`src/hw/rtl/sensor_slot_tick_scheduler_defines.svh`:
```
// Assertion macros for the sensor slot tick scheduler.
// Included by ssts_ctrl, the RTL file that carries concurrent assertions; no other dependencies.
`ifndef SENSOR_SLOT_TICK_SCHEDULER_DEFINES_SVH
`define SENSOR_SLOT_TICK_SCHEDULER_DEFINES_SVH
`ifndef SYNTHESIS
// Checked at every rising clock edge, reset is ignored.
`define SSTS_ASSERT_NR(lbl, clk, prop, msg) \
  lbl: assert property (@(posedge clk) prop) else $error(msg);
// Checked outside of reset only.
`define SSTS_ASSERT(lbl, clk, rst_n, prop, msg) \
  lbl: assert property (@(posedge clk) disable iff (!rst_n) prop) else $error(msg);
`else
`define SSTS_ASSERT_NR(lbl, clk, prop, msg)
`define SSTS_ASSERT(lbl, clk, rst_n, prop, msg)
`endif
`endif

```
`src/hw/rtl/ssts_pkg.sv`:
```
// Shared constants, register indexes and control structs of the tick scheduler.
// No dependencies; used by every RTL file of the block.
`default_nettype none

package ssts_pkg;

  localparam int unsigned TIME_W    = 32;
  localparam int unsigned CFG_W     = 16;
  localparam int unsigned CFG_IDX_W = 3;
  localparam int unsigned BYTE_W    = 8;

  // serial divider: 32-bit dividend, up to 16-bit divisor, 2 quotient bits a cycle
  localparam int unsigned DIV_W     = TIME_W;
  localparam int unsigned DIVR_W    = 16;
  localparam int unsigned DIV_STEPS = 2;
  localparam int unsigned DIV_ITER  = DIV_W / DIV_STEPS;
  localparam int unsigned DIV_CNT_W = $clog2(DIV_ITER);

  localparam logic [15:0]       WINDOW_PERIOD_RST    = 16'd60;
  localparam logic [15:0]       SENSING_INTERVAL_RST = 16'd60;
  localparam logic [BYTE_W-1:0] SLOT_LENGTH_RST      = 8'd2;
  localparam logic [BYTE_W-1:0] SENSOR_COUNT_RST     = 8'd16;
  localparam logic [BYTE_W-1:0] OWN_SLOT_RST         = 8'd0;
  localparam logic [BYTE_W-1:0] UNSYNCED_PERIOD_RST  = 8'd15;
  localparam logic [BYTE_W-1:0] SLEEP_LENGTH_RST     = 8'd55;
  localparam logic [BYTE_W-1:0] OWNER_NONE           = 8'hFF;

  typedef enum logic [CFG_IDX_W-1:0] {
    CFG_WINDOW_PERIOD    = 3'd0,
    CFG_SENSING_INTERVAL = 3'd1,
    CFG_SLOT_LENGTH      = 3'd2,
    CFG_SENSOR_COUNT     = 3'd3,
    CFG_OWN_SLOT         = 3'd4,
    CFG_UNSYNCED_PERIOD  = 3'd5,
    CFG_SLEEP_LENGTH     = 3'd6
  } cfg_idx_e;

  typedef struct packed {
    logic capture;  // latch tick inputs, advance counters
    logic start1;   // start remainder pass and slot timer divide
    logic start2;   // start owner modulo pass
    logic commit;   // update state, load result register
  } ssts_cmd_t;

  typedef struct packed {
    logic div_idle;
  } ssts_stat_t;

endpackage

`default_nettype wire

```
`src/hw/rtl/ssts_div.sv`:
```
// Serial restoring divider, two quotient bits per cycle.
// Uses ssts_pkg for widths. A zero divisor gives all-ones quotient, remainder = dividend.
`default_nettype none

module ssts_div (
  input  logic                         clk_i,
  input  logic                         rst_ni,
  input  logic                         start_i,
  input  logic [ssts_pkg::DIV_W-1:0]   dividend_i,
  input  logic [ssts_pkg::DIVR_W-1:0]  divisor_i,
  output logic                         busy_o,
  output logic [ssts_pkg::DIV_W-1:0]   quot_o,
  output logic [ssts_pkg::DIV_W-1:0]   rem_o
);

  logic                           busy_q;
  logic [ssts_pkg::DIV_CNT_W-1:0] cnt_q;
  logic [ssts_pkg::DIVR_W-1:0]    r_q, r_d;
  logic [ssts_pkg::DIV_W-1:0]     dq_q, dq_d;
  logic [ssts_pkg::DIV_W-1:0]     dvd_q;
  logic [ssts_pkg::DIVR_W-1:0]    dvs_q;
  logic                           zero_q;

  always_comb begin
    logic [ssts_pkg::DIVR_W:0] t;
    logic [ssts_pkg::DIVR_W:0] diff;
    r_d  = r_q;
    dq_d = dq_q;
    for (int k = 0; k < ssts_pkg::DIV_STEPS; k++) begin
      t    = {r_d, dq_d[ssts_pkg::DIV_W-1]};
      diff = t - {1'b0, dvs_q};
      dq_d = {dq_d[ssts_pkg::DIV_W-2:0], 1'b0};
      if (t >= {1'b0, dvs_q}) begin
        r_d     = diff[ssts_pkg::DIVR_W-1:0];
        dq_d[0] = 1'b1;
      end else begin
        r_d = t[ssts_pkg::DIVR_W-1:0];
      end
    end
  end

  always_ff @(posedge clk_i or negedge rst_ni) begin
    if (!rst_ni) begin
      busy_q <= 1'b0;
      cnt_q  <= '0;
    end else if (start_i) begin
      busy_q <= 1'b1;
      cnt_q  <= ssts_pkg::DIV_CNT_W'(ssts_pkg::DIV_ITER - 1);
    end else if (busy_q) begin
      if (cnt_q == '0) begin
        busy_q <= 1'b0;
      end else begin
        cnt_q <= cnt_q - 1'b1;
      end
    end
  end

  always_ff @(posedge clk_i) begin
    if (start_i) begin
      r_q    <= '0;
      dq_q   <= dividend_i;
      dvd_q  <= dividend_i;
      dvs_q  <= divisor_i;
      zero_q <= (divisor_i == '0);
    end else if (busy_q) begin
      r_q  <= r_d;
      dq_q <= dq_d;
    end
  end

  assign busy_o = busy_q;
  assign quot_o = zero_q ? '1 : dq_q;
  assign rem_o  = zero_q ? dvd_q
                         : {{(ssts_pkg::DIV_W - ssts_pkg::DIVR_W){1'b0}}, r_q};

endmodule

`default_nettype wire

```
`src/hw/rtl/ssts_ctrl.sv`:
```
// Sequencer of the tick scheduler: handshakes, divider passes, commit.
// Uses ssts_pkg and the assertion macros header.
`default_nettype none
`include "sensor_slot_tick_scheduler_defines.svh"

module ssts_ctrl (
  input  logic                 clk_i,
  input  logic                 rst_ni,
  input  logic                 in_valid_i,
  output logic                 in_ready_o,
  output logic                 out_valid_o,
  input  logic                 out_ready_i,
  output ssts_pkg::ssts_cmd_t  cmd_o,
  input  ssts_pkg::ssts_stat_t stat_i
);

  typedef enum logic [2:0] {
    S_IDLE,
    S_START1,
    S_WAIT1,
    S_START2,
    S_WAIT2,
    S_COMMIT
  } state_e;

  state_e state_q, state_d;
  logic   out_valid_q, out_valid_d;

  always_comb begin
    cmd_o.capture = (state_q == S_IDLE) && in_valid_i;
    cmd_o.start1  = (state_q == S_START1);
    cmd_o.start2  = (state_q == S_START2);
    cmd_o.commit  = (state_q == S_COMMIT) && (!out_valid_q || out_ready_i);
  end

  always_comb begin
    state_d = state_q;
    unique case (state_q)
      S_IDLE:   if (in_valid_i) state_d = S_START1;
      S_START1: state_d = S_WAIT1;
      S_WAIT1:  if (stat_i.div_idle) state_d = S_START2;
      S_START2: state_d = S_WAIT2;
      S_WAIT2:  if (stat_i.div_idle) state_d = S_COMMIT;
      S_COMMIT: if (cmd_o.commit) state_d = S_IDLE;
      default:  state_d = S_IDLE;
    endcase
  end

  // result register is freed by the output transaction or refilled by a commit
  assign out_valid_d = cmd_o.commit ? 1'b1 : (out_ready_i ? 1'b0 : out_valid_q);

  always_ff @(posedge clk_i or negedge rst_ni) begin
    if (!rst_ni) begin
      state_q     <= S_IDLE;
      out_valid_q <= 1'b0;
    end else begin
      state_q     <= state_d;
      out_valid_q <= out_valid_d;
    end
  end

  assign in_ready_o  = (state_q == S_IDLE);
  assign out_valid_o = out_valid_q;

  `SSTS_ASSERT(a_ready_div_idle, clk_i, rst_ni, !in_ready_o || stat_i.div_idle, "ready while divider busy")
  `SSTS_ASSERT(a_pass2_after_pass1, clk_i, rst_ni, cmd_o.start2 |-> stat_i.div_idle, "owner pass started early")
  `SSTS_ASSERT(a_commit_shows, clk_i, rst_ni, cmd_o.commit |=> out_valid_o, "commit without result")

endmodule

`default_nettype wire

```
`src/hw/rtl/ssts_dp.sv`:
```
// Datapath of the tick scheduler: config registers, scheduler state, dividers, result.
// Uses ssts_pkg and ssts_div.
`default_nettype none

module ssts_dp (
  input  logic                            clk_i,
  input  logic                            rst_ni,
  input  ssts_pkg::ssts_cmd_t             cmd_i,
  output ssts_pkg::ssts_stat_t            stat_o,
  input  logic                            cfg_we_i,
  input  logic [ssts_pkg::CFG_IDX_W-1:0]  cfg_idx_i,
  input  logic [ssts_pkg::CFG_W-1:0]      cfg_data_i,
  input  logic                            hold_time_i,
  input  logic                            synced_i,
  input  logic                            logging_enabled_i,
  input  logic                            load_time_i,
  input  logic [ssts_pkg::TIME_W-1:0]     new_time_i,
  output logic                            advertise_o,
  output logic                            read_sensor_o,
  output logic                            window_boundary_o,
  output logic                            window_open_o,
  output logic [ssts_pkg::BYTE_W-1:0]     slot_owner_o,
  output logic [ssts_pkg::TIME_W-1:0]     time_now_o
);

  localparam int unsigned PAD_W = ssts_pkg::DIVR_W - ssts_pkg::BYTE_W;

  // configuration
  logic [15:0]                  window_period_q, sensing_interval_q;
  logic [ssts_pkg::BYTE_W-1:0]  slot_length_q, sensor_count_q, own_slot_q;
  logic [ssts_pkg::BYTE_W-1:0]  unsynced_period_q, sleep_length_q;

  // scheduler state
  logic [ssts_pkg::TIME_W-1:0]  gc_q, gc_d;
  logic                         win_q, sleeping_q, sa_q;
  logic [ssts_pkg::BYTE_W-1:0]  st_q, owner_q;
  logic [ssts_pkg::DIV_W-1:0]   timer_q;

  // tick inputs held for the divider passes
  logic synced_q, logging_q;

  // dividers
  logic                         busy0, busy1, busy2, busy3;
  logic [ssts_pkg::DIV_W-1:0]   quot0, quot1, quot2, quot3;
  logic [ssts_pkg::DIV_W-1:0]   rem0, rem1, rem2, rem3;
  logic [ssts_pkg::DIVR_W-1:0]  dvs0, dvs3;
  logic [ssts_pkg::DIV_W-1:0]   dvd3, q_end;
  logic                         start3;

  // commit decisions
  logic                         wb_c, wf_c, rd_c, end_c, sa_c, sleeping_c, own_upd, adv_c;
  logic [ssts_pkg::BYTE_W-1:0]  st1, st_c, owner_c;
  logic [ssts_pkg::DIV_W-1:0]   timer_c;

  // result register
  logic                         adv_q, rd_q, wb_q, wo_q;
  logic [ssts_pkg::BYTE_W-1:0]  so_q;
  logic [ssts_pkg::TIME_W-1:0]  tn_q;

  always_ff @(posedge clk_i or negedge rst_ni) begin
    if (!rst_ni) begin
      window_period_q    <= ssts_pkg::WINDOW_PERIOD_RST;
      sensing_interval_q <= ssts_pkg::SENSING_INTERVAL_RST;
      slot_length_q      <= ssts_pkg::SLOT_LENGTH_RST;
      sensor_count_q     <= ssts_pkg::SENSOR_COUNT_RST;
      own_slot_q         <= ssts_pkg::OWN_SLOT_RST;
      unsynced_period_q  <= ssts_pkg::UNSYNCED_PERIOD_RST;
      sleep_length_q     <= ssts_pkg::SLEEP_LENGTH_RST;
    end else if (cfg_we_i) begin
      unique case (ssts_pkg::cfg_idx_e'(cfg_idx_i))
        ssts_pkg::CFG_WINDOW_PERIOD:    window_period_q    <= cfg_data_i;
        ssts_pkg::CFG_SENSING_INTERVAL: sensing_interval_q <= cfg_data_i;
        ssts_pkg::CFG_SLOT_LENGTH:      slot_length_q      <= cfg_data_i[ssts_pkg::BYTE_W-1:0];
        ssts_pkg::CFG_SENSOR_COUNT:     sensor_count_q     <= cfg_data_i[ssts_pkg::BYTE_W-1:0];
        ssts_pkg::CFG_OWN_SLOT:         own_slot_q         <= cfg_data_i[ssts_pkg::BYTE_W-1:0];
        ssts_pkg::CFG_UNSYNCED_PERIOD:  unsynced_period_q  <= cfg_data_i[ssts_pkg::BYTE_W-1:0];
        ssts_pkg::CFG_SLEEP_LENGTH:     sleep_length_q     <= cfg_data_i[ssts_pkg::BYTE_W-1:0];
        default: ;
      endcase
    end
  end

  // load first, then the increment unless held
  assign gc_d = (load_time_i ? new_time_i : gc_q)
              + {{(ssts_pkg::TIME_W-1){1'b0}}, ~hold_time_i};

  always_comb begin
    wb_c       = synced_q && (rem0 == '0);
    wf_c       = win_q || wb_c;
    rd_c       = synced_q && (rem1 == '0) && wf_c && logging_q;
    st1        = rd_c ? '0 : st_q;
    end_c      = synced_q && (st1 == sleep_length_q);
    sa_c       = end_c ? 1'b1 : (rd_c ? 1'b0 : sa_q);
    sleeping_c = end_c ? 1'b0 : (rd_c ? 1'b1 : sleeping_q);
    st_c       = end_c ? '0 : st1;
    timer_c    = end_c ? '0 : timer_q;
    own_upd    = synced_q && wf_c && sa_c;
    owner_c    = own_upd ? rem3[ssts_pkg::BYTE_W-1:0] : owner_q;
    adv_c      = synced_q ? (own_upd && (owner_c == own_slot_q) && (rem2 == '0) && logging_q)
                          : (rem0 == '0);
  end

  always_ff @(posedge clk_i or negedge rst_ni) begin
    if (!rst_ni) begin
      gc_q       <= '0;
      win_q      <= 1'b0;
      sleeping_q <= 1'b0;
      st_q       <= '0;
      sa_q       <= 1'b0;
      timer_q    <= '0;
      owner_q    <= ssts_pkg::OWNER_NONE;
    end else if (cmd_i.capture) begin
      gc_q <= gc_d;
      if (sleeping_q) st_q <= st_q + 1'b1;
      if (sa_q) timer_q <= timer_q + 1'b1;
    end else if (cmd_i.commit) begin
      win_q      <= wf_c;
      sleeping_q <= sleeping_c;
      st_q       <= st_c;
      sa_q       <= sa_c;
      timer_q    <= timer_c;
      owner_q    <= owner_c;
    end
  end

  always_ff @(posedge clk_i) begin
    if (cmd_i.capture) begin
      synced_q  <= synced_i;
      logging_q <= logging_enabled_i;
    end
    if (cmd_i.commit) begin
      adv_q <= adv_c;
      rd_q  <= rd_c;
      wb_q  <= wb_c;
      wo_q  <= wf_c;
      so_q  <= owner_c;
      tn_q  <= gc_q;
    end
  end

  // unit 0 tests window boundary after sync, advertise period before it
  assign dvs0 = synced_q ? window_period_q : {{PAD_W{1'b0}}, unsynced_period_q};

  // a slot timer restarted on this tick divides zero
  assign q_end  = (slot_length_q == '0) ? '1 : '0;
  assign start3 = cmd_i.start1 || cmd_i.start2;
  assign dvd3   = cmd_i.start2 ? (end_c ? q_end : quot3) : timer_q;
  assign dvs3   = cmd_i.start2 ? {{PAD_W{1'b0}}, sensor_count_q}
                               : {{PAD_W{1'b0}}, slot_length_q};

  ssts_div u_div_win (
    .clk_i, .rst_ni, .start_i(cmd_i.start1), .dividend_i(gc_q), .divisor_i(dvs0),
    .busy_o(busy0), .quot_o(quot0), .rem_o(rem0)
  );

  ssts_div u_div_sense (
    .clk_i, .rst_ni, .start_i(cmd_i.start1), .dividend_i(gc_q),
    .divisor_i(sensing_interval_q),
    .busy_o(busy1), .quot_o(quot1), .rem_o(rem1)
  );

  ssts_div u_div_slot (
    .clk_i, .rst_ni, .start_i(cmd_i.start1), .dividend_i(gc_q),
    .divisor_i({{PAD_W{1'b0}}, slot_length_q}),
    .busy_o(busy2), .quot_o(quot2), .rem_o(rem2)
  );

  ssts_div u_div_owner (
    .clk_i, .rst_ni, .start_i(start3), .dividend_i(dvd3), .divisor_i(dvs3),
    .busy_o(busy3), .quot_o(quot3), .rem_o(rem3)
  );

  // quotients of the remainder-only units are not needed
  logic unused_quot;
  assign unused_quot = ^{quot0, quot1, quot2};

  assign stat_o.div_idle = !(busy0 || busy1 || busy2 || busy3) || (unused_quot && 1'b0);

  assign advertise_o       = adv_q;
  assign read_sensor_o     = rd_q;
  assign window_boundary_o = wb_q;
  assign window_open_o     = wo_q;
  assign slot_owner_o      = so_q;
  assign time_now_o        = tn_q;

endmodule

`default_nettype wire

```
`src/hw/rtl/sensor_slot_tick_scheduler.sv`:
```
// Each tick transaction runs two divider passes (start, busy cycles at 2 quotient bits
// each, idle check), then the commit that loads the result register.
// One tick in flight; the next tick is taken the cycle after commit.
// A result waiting in the output register stalls the following commit.
// Reset (async, active low) restores register defaults and clears state; owner_q = 255.
// Uses ssts_pkg, ssts_ctrl, ssts_dp, ssts_div.
`default_nettype none

module sensor_slot_tick_scheduler (
  input  logic                            clk_i,
  input  logic                            rst_ni,
  input  logic                            cfg_we_i,
  input  logic [ssts_pkg::CFG_IDX_W-1:0]  cfg_idx_i,
  input  logic [ssts_pkg::CFG_W-1:0]      cfg_data_i,
  input  logic                            in_valid_i,
  output logic                            in_ready_o,
  input  logic                            hold_time_i,
  input  logic                            synced_i,
  input  logic                            logging_enabled_i,
  input  logic                            load_time_i,
  input  logic [ssts_pkg::TIME_W-1:0]     new_time_i,
  output logic                            out_valid_o,
  input  logic                            out_ready_i,
  output logic                            advertise_o,
  output logic                            read_sensor_o,
  output logic                            window_boundary_o,
  output logic                            window_open_o,
  output logic [ssts_pkg::BYTE_W-1:0]     slot_owner_o,
  output logic [ssts_pkg::TIME_W-1:0]     time_now_o
);

  ssts_pkg::ssts_cmd_t  cmd;
  ssts_pkg::ssts_stat_t stat;

  ssts_ctrl u_ctrl (
    .clk_i,
    .rst_ni,
    .in_valid_i,
    .in_ready_o,
    .out_valid_o,
    .out_ready_i,
    .cmd_o  (cmd),
    .stat_i (stat)
  );

  ssts_dp u_dp (
    .clk_i,
    .rst_ni,
    .cmd_i  (cmd),
    .stat_o (stat),
    .cfg_we_i,
    .cfg_idx_i,
    .cfg_data_i,
    .hold_time_i,
    .synced_i,
    .logging_enabled_i,
    .load_time_i,
    .new_time_i,
    .advertise_o,
    .read_sensor_o,
    .window_boundary_o,
    .window_open_o,
    .slot_owner_o,
    .time_now_o
  );

endmodule

`default_nettype wire

```
`config.mk`:
```
export PLATFORM = sky130hd
export DESIGN_NAME = sensor_slot_tick_scheduler
export DESIGN_NICKNAME = d
export VERILOG_FILES = /design/src/hw/rtl/ssts_pkg.sv /design/src/hw/rtl/ssts_div.sv /design/src/hw/rtl/ssts_ctrl.sv /design/src/hw/rtl/ssts_dp.sv /design/src/hw/rtl/sensor_slot_tick_scheduler.sv
export VERILOG_INCLUDE_DIRS = /design/src /design/src/hw/rtl
export SDC_FILE = /design/constraint.sdc
export NUM_CORES = 1
export LEC_CHECK = 0
export BUFFER_PORTS_ARGS = -buffer_cell sky130_fd_sc_hd__clkbuf_2
export CAP_MARGIN = 5
export CORE_AREA = 2 2 229 231
export CTS_CLUSTER_DIAMETER = 60
export CTS_CLUSTER_SIZE = 10
export DETAILED_ROUTE_END_ITERATION = 10
export DIE_AREA = 0 0 231 233
export PLACE_DENSITY_LB_ADDON = 0.2
export SKIP_CTS_REPAIR_TIMING = 1
export SLEW_MARGIN = 20
export SYNTH_ARGS = -nofsm -noshare
export SYNTH_HDL_FRONTEND = slang
export SYNTH_SLANG_ARGS = --single-unit
```
`constraint.sdc`:
```
create_clock -name clk_i -period 5.5 [get_ports clk_i]
set_input_delay 0.275 -clock clk_i [delete_from_list [all_inputs] [get_ports clk_i]]
set_output_delay 0.275 -clock clk_i [all_outputs]
set_load 0.01 [all_outputs]
```
# After elaboration in Yosys (flattened, before gate mapping)
# Index checks and enable logic that the tools add are counted.
[word_totals] ramBits=0 register_bits=517 wordCells=236 romBits=0 output_inout_bits=46 memories=0 latch_bits=0
[op_classes] n_shift=0 mux=81 bitwise_logic=2 mul=0 n_lt_le_gt_ge=8 n_eq_ne=23 div=0 reduce_logical=57 add_sub_neg=15
[ops] cell="$mux 32" n=20
[ops] cell="$mux 16" n=9
[ops] cell="$ge 17x16->1" n=6
[ops] cell="$logic_not 32->1" n=3
[ops] cell="$sub 16x16->16" n=6
[ops] cell="$logic_not 16->1" n=4
[ops] cell="$mux 8" n=8
[ops] cell="$mux 4" n=12
[ops] cell="$ge 17x8->1" n=2
[ops] cell="$add 32x1->32" n=1
[ops] cell="$add 32x1->32 const B" n=1
[ops] cell="$sub 16x8->16" n=2
[ops] cell="$mux 1" n=27
[ops] cell="$reduce_and 2->1" n=13
[ops] cell="$pmux 3 s6" n=1
[ops] cell="$eq 8x8->1" n=2
[ops] cell="$logic_not 4->1" n=4
[ops] cell="$reduce_bool 2->1" n=8
[ops] cell="$sub 4x1->4 const B" n=4
[ops] cell="$eq 3x3->1 const B" n=5
[ops] cell="$eq 3x2->1 const B" n=4
[ops] cell="$logic_and 1x1->1" n=12
[ops] cell="$mux 3" n=4
[ops] cell="$ne 2x1->1 const B" n=5
[ops] cell="other kinds (10)" n=23

# Longest topological paths before layout
[logic_depth] word_depth=17 ltp_mapped=25 depth_no_buf=22

# Modules after synthesis
# Synthesis repeated with hierarchy kept, for this count alone.
[unflattened] cells_unflattened=3419 hier_area_um2=36358.6
[modules_own_cells] mod="ssts_div (u_dp.u_div_owner ...)" seq_area_each_um2=2877.8 instances=3 cells_each=610 area_each_um2=6406.1
[modules_own_cells] mod="ssts_dp" seq_area_each_um2=5293.8 instances=1 cells_each=990 area_each_um2=10601.4
[modules_own_cells] mod="ssts_div (u_dp.u_div_slot)" seq_area_each_um2=2877.8 instances=1 cells_each=574 area_each_um2=6298.5
[modules_own_cells] mod="ssts_ctrl" seq_area_each_um2=100.1 instances=1 cells_each=25 area_each_um2=240.2

# Worst setup path before layout
# Ideal clock, no wire load.
[synth_path] path_type="register -> register" start="register u_dp.u_div_sense.dvs_q[1] (netlist name)" end="register u_dp.u_div_sense.r_q[12] (netlist name)" path_stages_with_launch=22 required_ns=5.368 setup_slack_ns=0.051 setup_ns=0.132 arrival_ns=5.317 cell_sequence="edfxtp_1 > inv_1 > ha_1 > nor2b_1 > o31a_1 > o41ai_1 > a211oi_1 > o21ai_0 > and2_1 > clkbuf_1 > mux2i_1 > ha_1 > nor2b_1 > o31a_1 > o2111ai_1 > a31oi_1 > a211oi_1 > a211oi_1 > a211oi_2 > clkbuf_1 > mux2i_1 > a21oi_1"
[synth_between] elab_chain_cells=4 elab_cells_between_ends=6 classes_between="add/sub: 2; order compare: 2; mux: 2"
[synth_rtl] element="from (decl)" line="ssts_div.sv:21" text="logic [ssts_pkg::DIVR_W-1:0] dvs_q;"
[synth_rtl] element="from (signal assigned)" line="ssts_div.sv:63" text="dvs_q <= divisor_i;"
[synth_rtl] element="$sub 16x16->16 / $ge 17x16->1 (equally long branches)" line="ssts_div.sv:31, ssts_div.sv:33"
[synth_rtl] element="$mux 16" line="ssts_div.sv:33" text="if (t >= {1'b0, dvs_q}) begin"
[synth_rtl] element="$sub 16x16->16 / $ge 17x16->1 (equally long branches)" line="ssts_div.sv:31, ssts_div.sv:33"
[synth_rtl] element="$mux 16 (*)" line="ssts_div.sv:33"
[synth_rtl] element="to (signal assigned)" line="ssts_div.sv:66" text="r_q <= r_d;"
[synth_rtl] element="to (decl)" line="ssts_div.sv:18" text="logic [ssts_pkg::DIVR_W-1:0] r_q, r_d;"
# Mark *: on every way between the ends. The rest lies on a longest branch, timed or not.
# A chain may end at the register's enable or synchronous reset.

# Worst setup path after layout
[layout_path] start="register u_dp.u_div_sense.dvs_q[1] (netlist name)" end="register u_dp.u_div_sense.r_q[2] (netlist name)"
# Same word-level chain as after synthesis.

==> metrics.txt <==
status=finished clean; drt initial violations=1,663; Crit path required time=approximately 6 ns; Final Hold Fails=0; P_int=13.3 mW; drt pass-1 iters=6; die height=233 um; Peak supply drop=~410 uV; Routability Congestion=a little over 0.9; post-layout util=around three fifths; skew final=about 0.054 ns; Switching Share=42.1%; final wirelength=just over 70,000 um; Inserted Clock Buffers=59; pins over their slew limit=0; total negative slack=0 ns; ys async rst share=35.2%; clock sink total=509; Netlist cell types=85; Top FF cell, synth=edfxtp_1; WHS Endpoint=u_dp.gc_q[0]; Post-synth EDFFs=266; mapped cell area=approximately 28,000 sq um; worst hold stages=5; Syn Nets=~2,900; share of cells above drive strength 1=14.6%; largest net degree at the start of global routing=about 150; Chip Width=approximately 230 um; # rows=83; terminus of the critical flop-to-flop path=u_dp.u_div_sense.r_q[2]; Placeable Area=between 50,000 and 60,000 sq um; clk slew on worst S/H paths=roughly 0.06 ns; Routed Antenna Nets=0; Slew @ Worst Pin=1.11 ns; first-pass GRT wire length=113,000 um; fin crit share=between 90% and 100%; CTS tree=done; post-DP HPWL=about 50,000 um; R2R depth=21; Slew HR=between 20% and 30%; leakage=approximately 13 nW; Seq/Total Area, Yosys=approximately half; CP Launch Type=register; grt total ovfl=0; RSZ-0062 raised after global routing=no; gr usage total=around a quarter; flop2flop setup slack=0.39 ns; mean post-synth cell area=approximately 10 sq um; worst-path maximum fanout=5; IO buf count=approximately 110; setup violators final=0; initial antenna violation count=4; DRC Markers=0; wl on met1=roughly 32,000 um; crit path DAT=about 5.6 ns; detailed-route via count=21,600; critical path type=reg -> reg; Initial Util=54.7%; Yosys warning count=0; post-layout min period=5.11 ns; DR top layer=met5; Worst R2R Start=u_dp.u_div_sense.dvs_q[1]; Reg power frac=between 30% and 40%; MaxCap Viol Count=0; hold path startpoint=hold_time_i; root buffer cell=clkbuf_16; worst skew pair latency=~0.64 ns; synth-to-layout area growth=11.8%; Vias/cell=between 5 and 6; routed wl met3=between 3000 and 4000 um; metal2 WL=33,200 um; maximum root-to-sink buffer count=3; post-synthesis register bit count=between 500 and 600; Clock Power Share=between 10% and 20%; Psw=9.68 mW; I/O pins=106; DIE AREA=between 50,000 and 60,000 sq um; Hold/Removal Path Class=in -> reg; cells after synthesis=around 2,800; Max Freq=0.196 GHz; logic gate share of total power=between 50 and 60%; PD cells=~740 nW/um^2; Crit. End Element=register; nets=approximately 3,100; Wirelength per Cell=19.7 um; number of H-tree levels=2; vias in the first global route=around 21,000
## how the worst max path moves through the flow
| stage | startpoint | endpoint | depth (start not counted) |
|---|---|---|---|
| floorplan | u_dp.u_div_sense.dvs_q[1] | u_dp.u_div_sense.r_q[12] | 21 |
| global placement | u_dp.u_div_sense.dvs_q[1] | u_dp.u_div_sense.r_q[8] | 21 |
| detailed placement | u_dp.u_div_sense.dvs_q[1] | u_dp.u_div_sense.r_q[0] | 21 |
| CTS | u_dp.u_div_sense.dvs_q[1] | u_dp.u_div_sense.r_q[0] | 21 |
| global route | u_dp.u_div_sense.dvs_q[1] | u_dp.u_div_sense.r_q[3] | 22 |
| finish | u_dp.u_div_sense.dvs_q[1] | u_dp.u_div_sense.r_q[2] | 21 |
## logic make-up after synthesis
family | count (synthesis) | synth area share [%]
AO/OA/AOI/OAI | 580 | 12.9
XOR/XNOR | 152 | 4.76
adder cells (fa/ha/maj) | 112 | 5.23
buffers and inverters | 220 | 3.03
flip-flops | 509 | 49.3
multiplexers | 192 | 7.50
AND/OR/NAND/NOR | 1010 | 17.3
## per-stage QoR
stage	power [mW]	std cells	worst slack, ns	hold WS [ns]	cell area, sq um
final	23.0	3621	0.394	0.0253	31300
after global routing	24.8	3621	0.0241	0.0439	31300
after CTS	22.9	3602	0.0592	-0.488	31000
after detailed placement	19.2	3490	0.114	0.197	29300
after global placement	18.9	3490	0.251	0.196	29300
after floorplan	16.1	2775	0.0506	-0.0206	28000
## registers in the layout, indices dropped and copies added, names as in the netlist, 16 cells and up
| signal | count |
|---|---|
| u_dp.u_div_win.dvs_q | 16 |
| u_dp.u_div_owner.dq_q | 32 |
| u_dp.u_div_win.r_q | 16 |
| u_dp.u_div_slot.r_q | 16 |
| u_dp.time_now_o | 32 |
| u_dp.gc_q | 32 |
| u_dp.u_div_owner.r_q | 16 |
| u_dp.window_period_q | 16 |
| u_dp.sensing_interval_q | 16 |
| u_dp.timer_q | 32 |
| u_dp.u_div_win.dvd_q | 32 |
| u_dp.u_div_slot.dq_q | 32 |
| u_dp.u_div_sense.dvs_q | 16 |
| u_dp.u_div_win.dq_q | 32 |
| u_dp.u_div_sense.r_q | 16 |
| u_dp.u_div_sense.dq_q | 32 |
## power groups by stage
stage / clock (mW) / combinational, mW / sequential (mW)
after floorplan: 0 / 9.59 / 6.50
after global placement: 0 / 12.0 / 6.90
after detailed placement: 0 / 12.2 / 6.94
after CTS: 3.68 / 12.3 / 6.89
after global routing: 3.84 / 13.9 / 7.06
final: 3.61 / 12.5 / 6.91
## cells in the final DEF, fill, tap and decap left out, drive strengths merged, types with 34 or more instances in the layout
master / synthesis / final
nand2: 435 / 435
edfxtp: 266 / 266
clkbuf: 96 / 207
o21ai: 179 / 179
nor2: 176 / 176
a21oi: 162 / 162
dfrtp: 152 / 152
mux2: 140 / 140
inv: 109 / 109
ha: 104 / 104
xnor2: 78 / 78
xor2: 74 / 74
dfxtp: 64 / 64
nand3: 64 / 64
nor3: 54 / 54
mux2i: 52 / 52
nor4: 48 / 48
nor3b: 43 / 43
buf: 14 / 43
nand4: 34 / 34
## layout make-up
cell class,instances,area (sq um)
Inverter,110,417
Sequential cell,509,13800
Tap cell,680,851
Clock buffer,103,1670
Timing Repair Buffer,163,1040
Multi-Input combinational cell,2046,13400
Antenna cell,1,2.50
Fill cell,4301,19800
Clock inverter,9,103
## synthesized netlist by cell type, drive strengths merged (27+ instances only)
cell    instances  share of area, %
ha            104               4.7
nand3          64               1.2
nor2          176               2.4
o21ai         179               3.2
nand4          34              0.76
nor3b          43               1.2
clkbuf         96               1.3
xor2           74               2.3
nor3           54              0.97
dfstp          27               2.5
dfxtp          64               4.6
inv           109               1.5
a21o           31              0.83
dfrtp         152                14
nand2         435               5.8
edfxtp        266                29
xnor2          78               2.4
a21oi         162               2.9
nor4           48               1.1
mux2          140               5.6
mux2i          52               1.9
and3           31              0.69
## critical path: stages, from the launching register on
cell and delay (ns):
edfxtp_1 0.35, inv_1 0.17, ha_1 0.29, nor2b_1 0.15
o31a_1 0.28, o41ai_2 0.28, a211oi_1 0.15, o21ai_1 0.19
and2_2 0.24, mux2_2 0.37, ha_1 0.31, o21a_1 0.20
o31a_1 0.14, o2111ai_1 0.28, a31oi_1 0.23, a211oi_1 0.31
a211oi_1 0.11, a211oi_4 0.32, buf_4 0.18, mux2i_1 0.17
mux2i_1 0.08, and2_1 0.17
## layer usage
metal  track usage [%]  vias up
li1                  -    10300
met1              36.8    10500
met2              42.4      624
met3              4.11      134
met4              8.25        2
met5                 0        -
Power figures use the tool's default switching activity.
